<file path="src/rtl/vtcv_pkg.sv">
// Package for the vertex transform, clip and viewport unit.
// Holds field widths, register addresses, sequencer states and saturation helpers.
// No dependencies.
`default_nettype none

package vtcv_pkg;

	// Default design constants.
	localparam int FRAC_BITS_DEF    = 16;
	localparam int NUM_MATRICES_DEF = 3;

	// Payload field widths.
	localparam int COEF_IDX_W = 6;
	localparam int WORD_W     = 32;
	localparam int SCREEN_W   = 16;

	// Wide working width for products and sums.
	localparam int WIDE_W = 66;

	// Divider widths: the denominator is a positive w or 2w; the numerator
	// is hx*(x+w) or (z+w) shifted up by the fraction bits.
	localparam int DIV_DEN_W = 33;
	localparam int DIV_NUM_W_DEF = 49;

	// Configuration register indexes.
	localparam logic [2:0] REG_VP_WIDTH  = 3'd0;
	localparam logic [2:0] REG_VP_HEIGHT = 3'd1;
	localparam logic [2:0] REG_OFFSET_X  = 3'd2;
	localparam logic [2:0] REG_OFFSET_Y  = 3'd3;
	localparam logic [2:0] REG_NEAR      = 3'd4;
	localparam logic [2:0] REG_FAR       = 3'd5;
	localparam logic [2:0] REG_USE_WORLD = 3'd6;

	// Input command codes.
	localparam logic CMD_LOAD      = 1'b0;
	localparam logic CMD_TRANSFORM = 1'b1;

	// Sequencer states.
	typedef enum logic [4:0] {
		ST_IDLE,
		ST_MAC_RD,
		ST_MAC_MUL,
		ST_MAC_ACC,
		ST_COL_END,
		ST_CLIP,
		ST_SX_MUL,
		ST_SX_DIVS,
		ST_SX_DIVW,
		ST_SY_MUL,
		ST_SY_DIVS,
		ST_SY_DIVW,
		ST_T_DIVS,
		ST_T_DIVW,
		ST_DEP_MUL,
		ST_DEP_ADD,
		ST_OUT
	} vtcv_state_t;

	// Saturate a wide signed value to 32 bits.
	function automatic logic signed [WORD_W-1:0] sat32(input logic signed [WIDE_W-1:0] v);
		logic signed [WIDE_W-1:0] hi;
		logic signed [WIDE_W-1:0] lo;
		hi = WIDE_W'(signed'(33'sh0_7FFF_FFFF));
		lo = -hi - WIDE_W'(1);
		if (v > hi) begin
			return 32'sh7FFF_FFFF;
		end else if (v < lo) begin
			return 32'sh8000_0000;
		end else begin
			return v[WORD_W-1:0];
		end
	endfunction

	// Saturate an 18-bit signed value to 16 bits.
	function automatic logic signed [SCREEN_W-1:0] sat16(input logic signed [17:0] v);
		if (v > 18'sd32767) begin
			return 16'sh7FFF;
		end else if (v < -18'sd32768) begin
			return 16'sh8000;
		end else begin
			return v[SCREEN_W-1:0];
		end
	endfunction

endpackage

`default_nettype wire

</file>
<file path="src/rtl/vtcv_div.sv">
// Iterative unsigned restoring divider, one quotient bit per cycle.
// Depends on vtcv_pkg for default widths.
`default_nettype none

module vtcv_div import vtcv_pkg::*; #(
	parameter int NUM_W = DIV_NUM_W_DEF,
	parameter int DEN_W = DIV_DEN_W
) (
	input  wire logic             clk,
	input  wire logic             arst_n,
	input  wire logic             start,
	input  wire logic [NUM_W-1:0] num,
	input  wire logic [DEN_W-1:0] den,
	output logic                  busy,
	output logic                  done,
	output logic [NUM_W-1:0]      quot
);

	localparam int CNT_W = $clog2(NUM_W + 1);

	logic [DEN_W-1:0] rem_q;
	logic [NUM_W-1:0] quo_q;
	logic [DEN_W-1:0] den_q;
	logic [CNT_W-1:0] cnt_q;
	logic             busy_q;
	logic             done_q;
	logic [DEN_W:0]   trial;
	logic             ge;
	logic [DEN_W:0]   diff;

	// Trial subtraction of the divisor from the shifted remainder.
	always_comb begin
		trial = {rem_q, quo_q[NUM_W-1]};
		ge    = trial >= {1'b0, den_q};
		diff  = trial - {1'b0, den_q};
	end

	// Control: busy while bits remain, a one-cycle done at the end.
	always_ff @(posedge clk or negedge arst_n) begin
		if (!arst_n) begin
			busy_q <= 1'b0;
			done_q <= 1'b0;
			cnt_q  <= '0;
		end else begin
			done_q <= 1'b0;
			if (start) begin
				busy_q <= 1'b1;
				cnt_q  <= CNT_W'(NUM_W);
			end else if (busy_q) begin
				cnt_q <= cnt_q - CNT_W'(1);
				if (cnt_q == CNT_W'(1)) begin
					busy_q <= 1'b0;
					done_q <= 1'b1;
				end
			end
		end
	end

	// Remainder and quotient shift registers.
	always_ff @(posedge clk) begin
		if (start) begin
			rem_q <= '0;
			quo_q <= num;
			den_q <= den;
		end else if (busy_q) begin
			rem_q <= ge ? diff[DEN_W-1:0] : trial[DEN_W-1:0];
			quo_q <= {quo_q[NUM_W-2:0], ge};
		end
	end

	assign busy = busy_q;
	assign done = done_q;
	assign quot = quo_q;

endmodule

`default_nettype wire
</file>
<file path="config.mk">
export PLATFORM = sky130hd
export DESIGN_NAME = vtcv_div
export DESIGN_NICKNAME = d
export VERILOG_FILES = /design/src/rtl/vtcv_pkg.sv /design/src/rtl/vtcv_div.sv
export SDC_FILE = /design/constraint.sdc
export NUM_CORES = 1
export LEC_CHECK = 0
export BUFFER_PORTS_ARGS = -buffer_cell sky130_fd_sc_hd__buf_2
export CORE_ASPECT_RATIO = 2
export CORE_MARGIN = 4
export CORE_UTILIZATION = 35
export CTS_BUF_LIST = sky130_fd_sc_hd__clkbuf_4 sky130_fd_sc_hd__clkbuf_8
export DETAILED_ROUTE_END_ITERATION = 8
export SETUP_SLACK_MARGIN = 0.15
export SYNTH_ARGS = -nofsm -noshare
export SYNTH_HDL_FRONTEND = slang
export SYNTH_SLANG_ARGS = --single-unit
</file>
<file path="constraint.sdc">
create_clock -name clk -period 4.7 [get_ports clk]
set_clock_uncertainty 0.05 [all_clocks]
set_input_delay 0.235 -clock clk [delete_from_list [all_inputs] [get_ports clk]]
set_output_delay 0.235 -clock clk [all_outputs]
set_load 0.02 [all_outputs]
</file>
==> impl_metrics.env <==
export IMPL_dp_final_hpwl_mm=13.3
export IMPL_powerDensity_nw_per_um2=314
export IMPL_grt_start_max_net_pins=67
export IMPL_die_h_um=205
export IMPL_tightest_slew_ps=1020
export IMPL_crit_chain="inv_1, ha_1, inv_1, fa_1, a21o_1, a221oi_2, o31ai_2, a221oi_2, and4_1, or2_1, buf_4, nand2_1, a311oi_1"
export IMPL_antenna_found_initial=0
export IMPL_cpLargestDelayFamily="compound AO/OA/AOI/OAI gates"
export IMPL_drc=0
export IMPL_cts_made_buffers=17
export IMPL_die_w_um=106
export IMPL_timing_final_ws_setup_ps=1030
export IMPL_clkTransAtPathRegs_ps=80
export IMPL_yosysMostFrequentCell="edfxtp_1"
export IMPL_viasPerCell=5.10
export IMPL_finalWirelength_mm=18.1
export IMPL_pwr_share_comb_pct=15.2
export IMPL_synthArstFlopShare_pct=6.50
export IMPL_drt_iter0_drc=193
export IMPL_finalSetupTns_ps=0
export IMPL_avgSynthCellArea_sq_um=10.5
export IMPL_grt_pass1_wl_mm=29.4
export IMPL_initial_core_util_pct=35.9
export IMPL_r2r_cells=13
export IMPL_yosysTopAreaCell="edfxtp_1"
export IMPL_clockPowerShare_pct=36.5
export IMPL_rsz0062_at_grt="no"
export IMPL_slew_headroom_pct=31.7
export IMPL_crit_type="register to register"
export IMPL_placedCellCount=1014
export IMPL_synthFlopType="edfxtp_1"
export IMPL_max_freq_mhz=272
export IMPL_p_int_mw=1.90
export IMPL_grt_pass1_vias=6111
export IMPL_yosys_register_bits=123
export IMPL_fin_nets=937
export IMPL_cts_tree="yes"
export IMPL_cts_hold_buffers_added=37
export IMPL_netlist_instances=647
export IMPL_setup_viol=0
export IMPL_n_fill_cell=1852
export IMPL_synth_seq_area_share_pct=49.0
export IMPL_fin_util_pct=44.8
export IMPL_hold_violations=0
export IMPL_timing_rr_start="quot[48]$_DFFE_PP_"
export IMPL_period_minus_slack_ps=3670
export IMPL_cts_htree_levels=4
export IMPL_hp_class="input port to register"
export IMPL_min_delay_start="num[2]"
export IMPL_diodes=0
export IMPL_cts_buffer_depth=2
export IMPL_areaGrowthSynthToFinish_pct=24.9
export IMPL_hold_depth=2
export IMPL_swShare_pct=28.4
export IMPL_critPathBufInv=3
export IMPL_io_pins=136
export IMPL_syn_cell_area_sq_um=6780
export IMPL_synth_nets=768
export IMPL_cp_required_ps=5000
export IMPL_total_power_mw=2.66
export IMPL_stdcell_count=1084
export IMPL_vias=5525
export IMPL_place_congestion=0.891
export IMPL_drive_gt1_share_pct=28.0
export IMPL_num_rows=71
export IMPL_vdd_drop_max_mv=0.241
export IMPL_synth_edf_count=82
export IMPL_synthTopCellsByCount="82 x edfxtp_1, 80 x nand2_1, 49 x mux2_2"
export IMPL_grt_total_usage_pct=17.2
export IMPL_seqPwrFrac_pct=48.3
export IMPL_final_antenna_net_count=0
export IMPL_power_switching_uw=756
export IMPL_power_leakage_nw=3.58
export IMPL_core_area_sq_um=18900
export IMPL_slew_violations=0
export IMPL_yosysWarnings=0
export IMPL_min_period_over_period_pct=78.2
export IMPL_gr_total_overflow=0
export IMPL_clock_sinks=123
export IMPL_status="finished, final reports clean"
export IMPL_synth_area_leaders="edfxtp_1 36%, dfxtp_1 9.7%, mux2_2 8.1%"
export IMPL_end_kind="register"
export IMPL_synth_top_area_share_pct=36.3
export IMPL_cts_root_buf="clkbuf_8"
export IMPL_place_ws_ps=1040
export IMPL_worstHoldEndpoint="quot[2]$_DFFE_PP_"
export IMPL_clk_latency_ps=460
export IMPL_cap_violations=0
export IMPL_cts_setup_buffers=0
export IMPL_portBuffers=135
export IMPL_reg2reg_slack_ps=1030
export IMPL_critPathSlowestCell="a221oi_2"
export IMPL_crit_path_max_incr_delay_ps=450
export IMPL_cp_start_kind="register"
export IMPL_reg2reg_to="rem_q[22]$_SDFFE_PP0P_"
export IMPL_worstPathMaxFanout=19
export IMPL_wl_per_cell_um=16.7
export IMPL_die_area_sq_um=21800
export IMPL_dr_pass1_iters=4
export IMPL_cts_resized=0
export IMPL_critPathArrivalTime_ps=3970
export IMPL_synth_cell_type_count=60
## final cells by class
type	instances	area, sq um	area share (%)
flip-flops and latches	123	3320	39.2
multi-input cells	451	3160	37.3
repair buffers	180	1110	13.1
well taps	255	319	3.77
clock buffers	17	234	2.76
clock inverters	15	164	1.93
inverters	43	161	1.91
## state kept, by name (all words and copies together) (netlist names)
signal	cells
cnt_q	6
den_q	33
done	1
quot	49
busy	1
rem_q	33
## worst max path at each step
stage,start,endpoint,slack (ps),cells after the start
after floorplan,quot[48]$_DFFE_PP_,quot[0]$_DFFE_PP_,1390,13
after global placement,quot[48]$_DFFE_PP_,rem_q[22]$_SDFFE_PP0P_,1110,13
after detailed placement,quot[48]$_DFFE_PP_,rem_q[22]$_SDFFE_PP0P_,1040,13
after CTS,quot[48]$_DFFE_PP_,rem_q[22]$_SDFFE_PP0P_,1030,13
after global routing,quot[48]$_DFFE_PP_,rem_q[2]$_SDFFE_PP0P_,740,13
final,quot[48]$_DFFE_PP_,rem_q[22]$_SDFFE_PP0P_,1030,13
## worst register-to-register path, stage by stage, from the launching register on
cell,delay [ps]
edfxtp_1,430
inv_1,80
ha_1,160
inv_1,60
fa_1,400
a21o_1,230
a221oi_2,450
o31ai_2,170
a221oi_2,350
and4_1,380
or2_1,160
buf_4,250
nand2_1,130
a311oi_1,280
## kinds of logic (layout without fill, tap and decap cells)
kind of cell             Yosys count  after routing  synth area share [%]
AO/OA/AOI/OAI                    147            147                  15.0
XOR/XNOR                          27             27                  3.49
adder cells (fa/ha/maj)           36             36                  6.75
buffers and inverters             73            255                  4.46
flip-flops                       123            123                  49.0
multiplexers                      50             50                  8.28
AND/OR/NAND/NOR                  191            191                  13.0
## cell usage in the layout (no fill, tap or decap), drive strengths merged, types with 5 or more instances in the layout
cell type / count
ha: 35
dfrtp: 8
nor3: 5
a21oi: 40
and3: 15
xnor2: 12
buf: 142
dfxtp: 33
inv: 47
a41oi: 6
o21a: 6
clkinv: 6
o211ai: 6
nand2: 80
edfxtp: 82
mux2: 49
o21ai: 28
nor2: 49
nand3: 9
a21o: 5
clkbuf: 17
dlygate4sd3: 38
nor4: 6
nand4: 7
a311oi: 26
xor2: 15
## layer usage
metal | part of all wire (%) | up-vias | GRT usage, %
met5 | 0 | - | 0
met4 | 2.8 | 0 | 7.86
met3 | 5.2 | 35 | 4.29
met2 | 55 | 165 | 33.1
met1 | 37 | 2596 | 16.8
li1 | - | 2729 | -
## power groups by stage
| stage | logic [mW] | clock network, mW | registers, mW |
|---|---|---|---|
| after floorplan | 0.187 | 0 | 1.36 |
| after global placement | 0.379 | 0 | 1.30 |
| after detailed placement | 0.381 | 0 | 1.31 |
| after CTS | 0.407 | 0.996 | 1.29 |
| after global routing | 0.443 | 1.04 | 1.29 |
| final | 0.405 | 0.969 | 1.28 |
## metrics by stage
step                      cell area, sq um  hold slack (ps)
after floorplan                       6780             -111
after global placement                7690             36.7
after detailed placement              7690             41.3
after CTS                             8460            0.266
after global routing                  8470             3.48
final                                 8470             30.8
Power figures use the tool's default switching activity.
